===== src/hdl/u8x_pkg.sv =====
package u8x_pkg;

  localparam int CodeW = 21;

  // Configuration register indexes
  typedef enum logic [0:0] {
    REG_OUTPUT_MODE      = 1'b0,
    REG_REPLACEMENT_CODE = 1'b1
  } reg_index_t;

  localparam logic [CodeW-1:0] ReplacementReset = 21'h00FFFD;

  typedef struct packed {
    logic [7:0] in_byte;
    logic       end_of_string;
  } in_item_t;

  typedef struct packed {
    logic [CodeW-1:0] code_value;
    logic             bad_sequence;
    logic             last_of_run;
  } out_item_t;

  typedef struct packed {
    logic             output_mode;
    logic [CodeW-1:0] replacement_code;
  } cfg_t;

  // Decoder results for one byte, up to two transactions
  typedef struct packed {
    logic [1:0] count;
    out_item_t  first;
    out_item_t  second;
  } result_pair_t;

  function automatic logic is_nonchar(input logic [CodeW-1:0] c);
    return (c == 21'h00FFFE) || (c == 21'h00FFFF) ||
           ((c >= 21'h00FDD0) && (c <= 21'h00FDEF));
  endfunction

endpackage


===== src/hdl/u8x_decode.sv =====
module u8x_decode
  import u8x_pkg::*;
(
  input  logic         clk,
  input  logic         rst,
  input  cfg_t         cfg,
  input  logic         accept,
  input  in_item_t     item,
  output result_pair_t results
);

  logic [1:0]       bytes_pending, bytes_pending_next;
  logic             is_three_byte, is_three_byte_next;
  logic [CodeW-1:0] bit_collector, bit_collector_next;
  logic             discarding, discarding_next;

  // Decode one byte against the open sequence
  always_comb begin
    logic [7:0]       b;
    logic             eos;
    logic             bad;
    logic             emit;
    logic [CodeW-1:0] c;
    logic [CodeW-1:0] u;
    b = item.in_byte;
    eos = item.end_of_string;
    bad = 1'b0;
    emit = 1'b0;
    c = '0;
    u = '0;
    bytes_pending_next = bytes_pending;
    is_three_byte_next = is_three_byte;
    bit_collector_next = bit_collector;
    discarding_next = discarding;
    results = '0;

    if (discarding) begin
      if (eos) begin
        discarding_next = 1'b0;
      end
    end else begin
      if (bytes_pending == 2'd0) begin
        priority if (b[7] == 1'b0) begin
          emit = 1'b1;
          c = {13'd0, b};
        end else if (b[7:5] == 3'b110) begin
          bit_collector_next = {16'd0, b[4:0]};
          bytes_pending_next = 2'd1;
          is_three_byte_next = 1'b0;
        end else if (b[7:4] == 4'b1110) begin
          bit_collector_next = {17'd0, b[3:0]};
          bytes_pending_next = 2'd2;
          is_three_byte_next = 1'b1;
        end else if (b[7:3] == 5'b11110) begin
          bit_collector_next = {18'd0, b[2:0]};
          bytes_pending_next = 2'd3;
          is_three_byte_next = 1'b0;
        end else begin
          bad = 1'b1;
        end
      end else if (b[7:6] != 2'b10) begin
        bad = 1'b1;
      end else begin
        bit_collector_next = {bit_collector[CodeW-7:0], b[5:0]};
        bytes_pending_next = bytes_pending - 2'd1;
        if (bytes_pending == 2'd1) begin
          emit = 1'b1;
          c = bit_collector_next;
          if (is_three_byte && is_nonchar(c)) begin
            c = cfg.replacement_code;
          end
          bytes_pending_next = 2'd0;
          is_three_byte_next = 1'b0;
          bit_collector_next = '0;
        end
      end

      if (eos && (bytes_pending_next != 2'd0)) begin
        bad = 1'b1;
      end

      if (bad) begin
        bytes_pending_next = 2'd0;
        is_three_byte_next = 1'b0;
        bit_collector_next = '0;
        discarding_next = !eos;
        results.count = 2'd1;
        results.first = '{code_value: '0, bad_sequence: 1'b1, last_of_run: 1'b1};
      end else begin
        if (eos) begin
          bytes_pending_next = 2'd0;
          is_three_byte_next = 1'b0;
          bit_collector_next = '0;
        end
        // Encode the finished code point
        if (emit) begin
          u = c - 21'h010000;
          priority if (cfg.output_mode) begin
            results.count = 2'd1;
            results.first = '{code_value: c, bad_sequence: 1'b0, last_of_run: 1'b1};
          end else if (c <= 21'h00FFFF) begin
            results.count = 2'd1;
            results.first.code_value = is_nonchar(c) ?
                                       {5'd0, cfg.replacement_code[15:0]} : c;
            results.first.last_of_run = 1'b1;
          end else if (c <= 21'h10FFFF) begin
            results.count = 2'd2;
            results.first.code_value = 21'h00D800 + {11'd0, u[19:10]};
            results.second.code_value = 21'h00DC00 + {11'd0, u[9:0]};
            results.second.last_of_run = 1'b1;
          end else begin
            results.count = 2'd0;
          end
        end
      end
    end
  end

  // Advance sequence state on each accepted transaction
  always_ff @(posedge clk) begin
    if (rst) begin
      bytes_pending <= 2'd0;
      is_three_byte <= 1'b0;
      bit_collector <= '0;
      discarding <= 1'b0;
    end else if (accept) begin
      bytes_pending <= bytes_pending_next;
      is_three_byte <= is_three_byte_next;
      bit_collector <= bit_collector_next;
      discarding <= discarding_next;
    end
  end

endmodule


===== src/hdl/u8x_out_buf.sv =====
module u8x_out_buf
  import u8x_pkg::*;
(
  input  logic         clk,
  input  logic         rst,
  input  logic         push,
  input  result_pair_t results,
  output logic         can_push,
  output logic         out_valid,
  input  logic         out_ready,
  output out_item_t    out_item
);

  logic [1:0] count;
  out_item_t  slot0;
  out_item_t  slot1;
  logic       pop;

  assign pop = out_valid && out_ready;
  assign out_valid = (count != 2'd0);
  assign out_item = slot0;
  // Take a new byte once all earlier transactions leave by this edge
  assign can_push = (count == 2'd0) || ((count == 2'd1) && out_ready);

  // Hold pending results, shift on each output transaction
  always_ff @(posedge clk) begin
    if (rst) begin
      count <= 2'd0;
    end else if (push) begin
      count <= results.count;
    end else if (pop) begin
      count <= count - 2'd1;
    end
  end

  always_ff @(posedge clk) begin
    if (push) begin
      slot0 <= results.first;
      slot1 <= results.second;
    end else if (pop) begin
      slot0 <= slot1;
    end
  end

endmodule


===== src/hdl/utf8_to_utf16_utf32_transcoder_top.sv =====
// UTF-8 to UTF-16 / UTF-32 stream transcoder.
// Input channel (in_valid/in_ready/in_item) carries one UTF-8 byte per
// transaction with an end_of_string flag. Output channel
// (out_valid/out_ready/out_item) carries code units or code points, an
// error flag for bad or truncated sequences, and last_of_run on the final
// result caused by a byte. A byte may cause zero, one or two results.
// Configuration: cfg_we writes cfg_data to register cfg_index (0 selects
// output mode, 1 the replacement code) at the clock edge; write only idle.
// The first result is registered and appears in the cycle after the input
// transaction. Throughput: one byte per cycle while out_ready is high and
// each byte gives at most one result; a surrogate pair fills the two-entry
// result buffer, so the next byte waits until the buffer drains to one unit.
// Reset (synchronous, active high) clears sequence state, discards pending
// results, and restores UTF-16 mode with replacement code FFFD.
// When the receiver stalls, results stay in the buffer and in_ready drops
// once the buffer cannot take the next byte's results.
module utf8_to_utf16_utf32_transcoder_top
  import u8x_pkg::*;
(
  input  logic             clk,
  input  logic             rst,
  input  logic             in_valid,
  output logic             in_ready,
  input  in_item_t         in_item,
  output logic             out_valid,
  input  logic             out_ready,
  output out_item_t        out_item,
  input  logic             cfg_we,
  input  reg_index_t       cfg_index,
  input  logic [CodeW-1:0] cfg_data
);

  cfg_t         cfg;
  result_pair_t results;
  logic         accept;

  assign accept = in_valid && in_ready;

  // Configuration registers
  always_ff @(posedge clk) begin
    if (rst) begin
      cfg.output_mode <= 1'b0;
      cfg.replacement_code <= ReplacementReset;
    end else if (cfg_we) begin
      unique case (cfg_index)
        REG_OUTPUT_MODE:      cfg.output_mode <= cfg_data[0];
        REG_REPLACEMENT_CODE: cfg.replacement_code <= cfg_data;
        default: ;
      endcase
    end
  end

  u8x_decode u_decode (
    .clk     (clk),
    .rst     (rst),
    .cfg     (cfg),
    .accept  (accept),
    .item    (in_item),
    .results (results)
  );

  u8x_out_buf u_out_buf (
    .clk       (clk),
    .rst       (rst),
    .push      (accept),
    .results   (results),
    .can_push  (in_ready),
    .out_valid (out_valid),
    .out_ready (out_ready),
    .out_item  (out_item)
  );

endmodule

===== config.mk =====
export PLATFORM = sky130hd
export DESIGN_NAME = utf8_to_utf16_utf32_transcoder_top
export DESIGN_NICKNAME = d
export VERILOG_FILES = /design/src/hdl/u8x_pkg.sv /design/src/hdl/u8x_decode.sv /design/src/hdl/u8x_out_buf.sv /design/src/hdl/utf8_to_utf16_utf32_transcoder_top.sv
export SDC_FILE = /design/constraint.sdc
export NUM_CORES = 1
export LEC_CHECK = 0
export BUFFER_PORTS_ARGS = -buffer_cell sky130_fd_sc_hd__buf_2
export CAP_MARGIN = 30
export CELL_PAD_IN_SITES_DETAIL_PLACEMENT = 2
export CELL_PAD_IN_SITES_GLOBAL_PLACEMENT = 2
export CORE_UTILIZATION = 38
export CTS_CLUSTER_SIZE = 40
export DETAILED_ROUTE_END_ITERATION = 7
export PLACE_DENSITY = 0.87
export SLEW_MARGIN = 0
export SYNTH_ARGS = -nofsm -noshare
export SYNTH_HDL_FRONTEND = slang
export SYNTH_HIERARCHICAL = 1
export SYNTH_SLANG_ARGS = --single-unit
export TNS_END_PERCENT = 10

===== constraint.sdc =====
create_clock -name clk -period 5 [get_ports clk]
set_input_delay 0.25 -clock clk [delete_from_list [all_inputs] [get_ports clk]]
set_output_delay 0.25 -clock clk [all_outputs]
set_load 0.02 [all_outputs]

Word-level counts from Yosys, hierarchy flattened
Cells that the tools add are included.
Word-level totals
  register bits after elaboration: 88
  input port bits: 36
  output and inout port bits: 25
  word-level logic and storage cells: 135
Operators by class
  eq/ne operators: 13
  mux-type cells: 69
  order comparisons: 6
  $add $sub $neg: 5
  reduce and logical (&&, ||, !) cells: 26
  bitwise gates (word level): 4
Operators by type and width (count)
  two-way mux 21 bit: 11
  two-way mux 15 bit: 9
  two-way mux 23 bit: 4
  two-way mux 46 bit: 2
  == test 21 x 16 -> 1 bit (second input constant): 4
  less-or-equal comparator 21 x 16 -> 1 bit (second input constant): 3
  >= comparator 21 x 16 -> 1 bit (second input constant): 2
  adder 16 x 10 -> 17 bit (first input constant): 2
  two-way mux 1 bit: 28
  two-way mux 2 bit: 13
  two-way mux 25 bit: 1
  less-or-equal comparator 21 bit (second input constant): 1
  subtractor 20 x 17 -> 20 bit (second input constant): 1
  logical AND 1 bit: 7
  two-way mux 7 bit: 1
  inequality test 6 bit (second input constant): 1
  AND reduction 2 bit: 3
  AND reduction 6 bit: 1
  nonzero test 2 bit: 3
  OR reduction 6 bit: 1
  == test 5 bit (second input constant): 1
  logical OR 1 bit: 5
  AND reduction 5 bit: 1
  OR reduction 5 bit: 1
  other kinds (11): 17

Longest topological paths before layout
Gate-level depths: netlist of run 1.
  depth in word-level cells: 19
  depth in mapped cells: 17
  mapped depth without buffers: 15

Hierarchy
Netlist of run 1, hierarchy kept.
By module, submodules not included
  u8x_decode: cells each 337, sequential area each 380.4 µm², area an instance 2359.8 µm², instances 1
  u8x_out_buf: cells each 91, sequential area each 1421.4 µm², area an instance 1825.5 µm², instances 1
  utf8_to_utf16_utf32_transcoder_top: cells each 85, sequential area each 440.4 µm², area an instance 915.9 µm², instances 1

Worst setup path before layout of run 1
No wires, ideal clock.
  path kind: reg2reg
  start: register u_decode.bytes_pending[0]
  end: register u_out_buf.slot0, in the netlist u_out_buf/out_item[17], data pin
  arrival time: 3.871 ns
  setup time: 0.260 ns
  setup slack: 0.869 ns
  buffers on the path: 3
  stages on the path, launching flop included: 17
  data required time: 4.740 ns
  cell sequence: dfxtp_1 -> inv_1 -> ha_1 -> and4bb_2 -> buf_2 -> buf_2 -> buf_1 -> o21ai_0 -> ha_1 -> o211a_1 -> and3_1 -> and4_1 -> o31a_2 -> nor2_2 -> mux2_1 -> a221o_1 -> mux2_2
RTL lines
  from (decl): RTL line u8x_decode.sv:12  | logic [1:0] bytes_pending, bytes_pending_next;
  from (signal assigned): RTL line u8x_decode.sv:127  | bytes_pending <= bytes_pending_next;
  to (signal assigned): RTL line u8x_out_buf.sv:38  | slot0 <= results.first;
  to (signal assigned): RTL line u8x_out_buf.sv:41  | slot0 <= slot1;
  to (decl): RTL line u8x_out_buf.sv:15  | out_item_t slot0;

==> flow_metrics.tcl, run 1 <==
set metrics [dict create \
    area_growth_pct 12.7 \
    grt_pass1_vias 4713 \
    hp-class "primary input to flip-flop" \
    synthTopCellsByCount "edfxtp_1, nand2_1, dfxtp_1" \
    fin_setup_tns_ns 0 \
    grt_setup_unrepaired "no" \
    drc 0 \
    cts.clk_slew.worst_paths_ns 0.06 \
    core.rowCount 41 \
    syn_inst 513 \
    pwr-share-seq_pct 46.2 \
    place_ws_ns 0.396 \
    yosysWarnings 6 \
    tightest_slew_ns 0.844 \
    ys_async_sr_fraction_pct 0 \
    fin_crit_ns 4.66 \
    antenna_cells 0 \
    cts_inserted_buffers 9 \
    pin_count 61 \
    synth_top_family_by_area "compound AO/OA/AOI/OAI gates" \
    grt_max_degree 45 \
    seq_area_frac_synth_pct 44.0 \
    drive_above_1_share_pct 24.1 \
    grt-ovfl-total 0 \
    crit_path_max_incr_delay_ns 0.65 \
    fin_area_um2 5750 \
    slew_viol_final 0 \
    synthesis.area_um2 5100 \
    dieArea_um2 13900 \
    synth.area.top_cells "edfxtp_1, dfxtp_1, mux2_2" \
    cp-end-kind "flip-flop" \
    yosysTopAreaCellShare_pct 27.1 \
    yosys.area_share.xor_xnor_pct 0.515 \
    initialDrtViolationCount 358 \
    clock-root-buffer "clkbuf_16" \
    vias 4527 \
    insertion_delay_ns 0.35 \
    ys_ff_latch 89 \
    stdcell_count 737 \
    power_frac_clock_pct 35.1 \
    dp_cells 721 \
    die_h_um 118 \
    portBuffers 60 \
    outcome "finished clean" \
    synth_compound_area_share_pct 21.5 \
    cts.sinks 89 \
    crit_path_max_fanout 22 \
    cellPowerDensity_nw_per_um2 342 \
    layout.nets 602 \
    fin_skew_ns 0.0114 \
    track_usage_pct 26.2 \
    ys_types 79 \
    setup_slack_ns 0.341 \
    synth_edf_count 46 \
    core_area_um2 12900 \
    p_int_uw 1390 \
    wl_um 17700 \
    hold_violations 0 \
    vdd_ir_drop_max_v 0.000176 \
    static-leakage-power_uw 0.00224 \
    synthMuxAreaShare_pct 6.21 \
    drv_cap 0 \
    synth.avg_cell_area_um2 9.94 \
    cts_buffer_depth 2 \
    start_kind "flip-flop" \
    via_per_inst 6.14 \
    yosysMostFrequentCell "edfxtp_1" \
    setup_viol 0 \
    switching_share_pct 29.3 \
    cp.arrival_ns 4.75 \
    critPathKind "flip-flop to flip-flop" \
    hpwl_um 12800 \
    slowest_stage "and4bb_2" \
    antenna_found_initial 0 \
    cts_tree "done" \
    die_x_um 118 \
    dpl_cell_area_um2 5450 \
    pwr-share-comb_pct 18.7 \
    grt_pass1_wl_um 27400 \
    drtPass1Iterations 5 \
    htree_levels 3 \
    yosys.area_share.simple_pct 19.1 \
    fmax_mhz 215 \
    synthAdderAreaFrac_pct 1.47 \
    p_switching_uw 577 \
    synth_ff_type "edfxtp_1" \
    relSlewSlack_pct 43.7 \
    crit_chain "inv_1, ha_1, and4bb_2, nand2_1, o41ai_1, a21oi_1, nor4_4, nor3_1, o31a_2, nor2_2, mux2_1, a221o_1, mux2_2" \
    antenna_left 0 \
    fin_util_pct 44.6 \
    period_share_pct 93.2 \
    place.gp.congestion 0.918 \
    cp.required_ns 5.09 \
    initial_core_util_pct 39.6 \
    wl_per_cell_um 24.0 \
    yosys.area.top_type "edfxtp_1" \
]
-- through the flow --
step / total power (uW) / hold WS [ns]
finish: 1970 / 0.161
floorplan: 1160 / 0.319
CTS: 1990 / 0.149
global route: 2040 / 0.164
global placement: 1260 / 0.467
detailed placement: 1290 / 0.477
-- layout make-up --
class	instances	area [um^2]
multi-input cells	368	2520
clock buffers	15	289
flip-flops and latches	89	2240
well taps	172	215
fillers	1397	7130
clock inverters	1	8.76
repair buffers	73	398
inverters	19	71.3
-- critical path, delay by kind of cell, from the launching register on --
family | cells | cell delay [ns]
adder cells (fa/ha/maj) | 1 | 0.34
buffers and inverters | 1 | 0.07
flip-flops | 1 | 0.43
multiplexers | 2 | 0.68
AO/OA/AOI/OAI | 4 | 1.25
AND/OR/NAND/NOR | 5 | 1.63
-- registers in the layout, summed over array words and instances (netlist names) --
| register | count |
|---|---|
| cfg | 22 |
| u_decode/bit_collector | 15 |
| u_decode/bytes_pending | 2 |
| u_decode/discarding | 1 |
| u_decode/is_three_byte | 1 |
| u_out_buf/count | 2 |
| u_out_buf/out_item | 23 |
| u_out_buf/slot1 | 23 |
-- layout by cell type, fill, tap and decap left out, types with 16 or more instances in the layout --
master / n
a211o_1: 16
a21oi_1: 24
and3_1: 19
buf_2: 60
dfxtp_1: 43
edfxtp_1: 46
inv_1: 18
mux2_2: 25
nand2_1: 45
nand3_1: 17
nor2_1: 40
-- cells by family after synthesis --
group                    Yosys count
flip-flops                        89
AND/OR/NAND/NOR                  182
multiplexers                      28
adder cells (fa/ha/maj)            6
other                              1
AO/OA/AOI/OAI                    142
XOR/XNOR                           3
buffers and inverters             62
-- worst paths after layout --
path	slack [ns]	cells past startpoint	to	startpoint
setup / recovery	0.34	13	u_out_buf/out_item[17]$_DFFE_PP_	u_decode/bytes_pending[0]$_SDFFE_PP0P_
hold / removal	0.16	3	cfg[17]$_SDFFE_PP0P_	cfg_data[17]
setup reg to reg	0.34	13	u_out_buf/out_item[17]$_DFFE_PP_	u_decode/bytes_pending[0]$_SDFFE_PP0P_
hold reg to reg	0.50	2	u_decode/bytes_pending[1]$_SDFFE_PP0P_	u_decode/bytes_pending[1]$_SDFFE_PP0P_
-- per-layer routing --
layer / part of all wire [%] / global-route usage (%)
met3: 5.9 / 4.89
met2: 49 / 43.5
met1: 41 / 32.1
met5: 0 / 0
met4: 4.2 / 13.6
-- power groups by stage --
stage	Combinational, uW	Sequential [uW]	Clock (uW)
global placement	347	915	0
CTS	370	910	706
finish	367	909	689
floorplan	203	959	0
detailed placement	363	924	0
global route	395	916	726
-- timing repair --
action,CTS,global route
endpoints found under the setup margin,0,8
resized for setup,0,1
hold buffers,0,0
setup buffers,0,0
Power figures use the tool's default switching activity.
==> inputs of run 2 (changes only) <==
--- a/config.mk
+++ b/config.mk
@@ -5,14 +5,14 @@
 export SDC_FILE = /design/constraint.sdc
 export NUM_CORES = 1
 export LEC_CHECK = 0
-export BUFFER_PORTS_ARGS = -buffer_cell sky130_fd_sc_hd__buf_2
 export CAP_MARGIN = 30
 export CELL_PAD_IN_SITES_DETAIL_PLACEMENT = 2
 export CELL_PAD_IN_SITES_GLOBAL_PLACEMENT = 2
-export CORE_UTILIZATION = 38
+export CORE_UTILIZATION = 30
 export CTS_CLUSTER_SIZE = 40
 export DETAILED_ROUTE_END_ITERATION = 7
-export PLACE_DENSITY = 0.87
+export DONT_BUFFER_PORTS = 1
+export PLACE_DENSITY = 0.68
 export SLEW_MARGIN = 0
 export SYNTH_ARGS = -nofsm -noshare
 export SYNTH_HDL_FRONTEND = slang
==> flow_metrics.tcl, run 2 (synthesis results as in run 1) <==
set metrics [dict create \
    crit_path_max_fanout 20 \
    die_h_um 132 \
    setup_viol 0 \
    outcome "finished clean" \
    most-common-layout-cells "edfxtp_1, nand2_1, dfxtp_1" \
    layout.nets 546 \
    grt-ovfl-total 0 \
    htree_levels 3 \
    track_usage_pct 19.6 \
    critPathKind "flip-flop to flip-flop" \
    initial_core_util_pct 30.8 \
    cellPowerDensity_nw_per_um2 337 \
    pin_count 61 \
    layout_commonest_cell "edfxtp_1" \
    grt_setup_unrepaired "no" \
    insertion_delay_ns 0.36 \
    initialDrtViolationCount 190 \
    grt_max_degree 43 \
    tightest_slew_ns 0.712 \
    drive_above_1_share_pct 15.9 \
    portBuffers 0 \
    slew_viol_final 0 \
    clock-root-buffer "clkbuf_16" \
    fin_total_pwr_uw 1860 \
    slowest_stage "and4bb_2" \
    vias 4080 \
    die_x_um 132 \
    cp-end-kind "flip-flop" \
    hpwl_um 12400 \
    drtPass1Iterations 4 \
    drc 0 \
    fin_setup_tns_ns 0 \
    fin_crit_ns 4.44 \
    stdcell_count 729 \
    antenna_cells 0 \
    core_area_um2 16600 \
    hp-class "primary input to flip-flop" \
    period_share_pct 88.7 \
    vdd_ir_drop_max_v 0.000145 \
    antenna_found_initial 0 \
    drv_cap 0 \
    critPathBufInv 3 \
    cp.required_ns 5.11 \
    cts.sinks 89 \
    cts_buffer_depth 2 \
    path_delay_family "simple AND/OR/NAND/NOR gates" \
    via_per_inst 5.60 \
    wl_per_cell_um 22.7 \
    cts_tree "done" \
    place.gp.congestion 0.833 \
    wl_um 16600 \
    core.rowCount 47 \
    area_growth_pct 8.39 \
    hold_violations 0 \
    fin_skew_ns 0.00918 \
    grt_pass1_vias 4292 \
    static-leakage-power_uw 0.00201 \
    dieArea_um2 17500 \
    fmax_mhz 225 \
    dp_cells 711 \
    cp.arrival_ns 4.54 \
    fill_cells 1864 \
    cts.clk_slew.worst_paths_ns 0.07 \
    grt_pass1_wl_um 26000 \
    crit_chain "inv_1, ha_1, and4bb_2, and2_1, nand3_1, a2111oi_1, buf_4, and4_1, and3_1, or3_1, nand2_1, nand2_1, inv_2, and2_1, a221o_1, mux2_2" \
    crit_path_max_incr_delay_ns 0.61 \
    start_kind "flip-flop" \
    cts_inserted_buffers 9 \
    relSlewSlack_pct 52.0 \
    antenna_left 0 \
]
## run 2: repair_timing
item / in CTS / in global routing
endpoints found under the hold margin: 42 / 0
resized for setup: 0 / 0
buffers inserted: 0 / 0
hold buffers: 2 / 0
## run 2: power by group
part	switching [uW]	internal, uW	total (uW)
registers	95.4	869	964
clock network	315	341	656
logic	153	90.3	243
## run 2: layout make-up
type                       count  area (um^2)  area share [%]
tap                          220          275            4.98
sequential                    89         2240            40.6
multi-input combinational    368         2520            45.6
clock inverter                 7         53.8           0.973
inverter                      19         71.3            1.29
timing repair buffer          17          143            2.58
clock buffer                   9          225            4.07
## run 2: worst paths after layout
| kind | startpoint | endpoint | slack, ns | cells after the start |
|---|---|---|---|---|
| hold reg to reg | u_decode/bytes_pending[1]$_SDFFE_PP0P_ | u_decode/bytes_pending[1]$_SDFFE_PP0P_ | 0.49 | 2 |
| setup reg to reg | u_decode/bytes_pending[0]$_SDFFE_PP0P_ | u_out_buf/out_item[7]$_DFFE_PP_ | 0.56 | 16 |
| hold / removal | cfg_data[16] | cfg[16]$_SDFFE_PP0P_ | 0.04 | 2 |
| setup / recovery | u_decode/bytes_pending[0]$_SDFFE_PP0P_ | u_out_buf/out_item[7]$_DFFE_PP_ | 0.56 | 16 |
## run 2: stage by stage
step | util, % | setup slack [ns] | hold slack (ns) | instance area (um^2)
floorplan | - | 0.869 | 0.319 | 5120
global placement | 31.5 | 0.843 | 0.327 | 5220
detailed placement | 31.5 | 0.683 | 0.327 | 5220
CTS | 33.3 | 0.623 | 0.0282 | 5530
global route | 33.3 | 0.316 | 0.0477 | 5530
finish | 33.3 | 0.564 | 0.0403 | 5530
## run 2: metal layers
layer	vias up	wire (um)	global-route usage, %
met5	-	0	0
met4	0	312	7.85
met3	20	577	2.85
met2	89	7860	32.0
met1	2066	7830	26.1
li1	1905	-	-
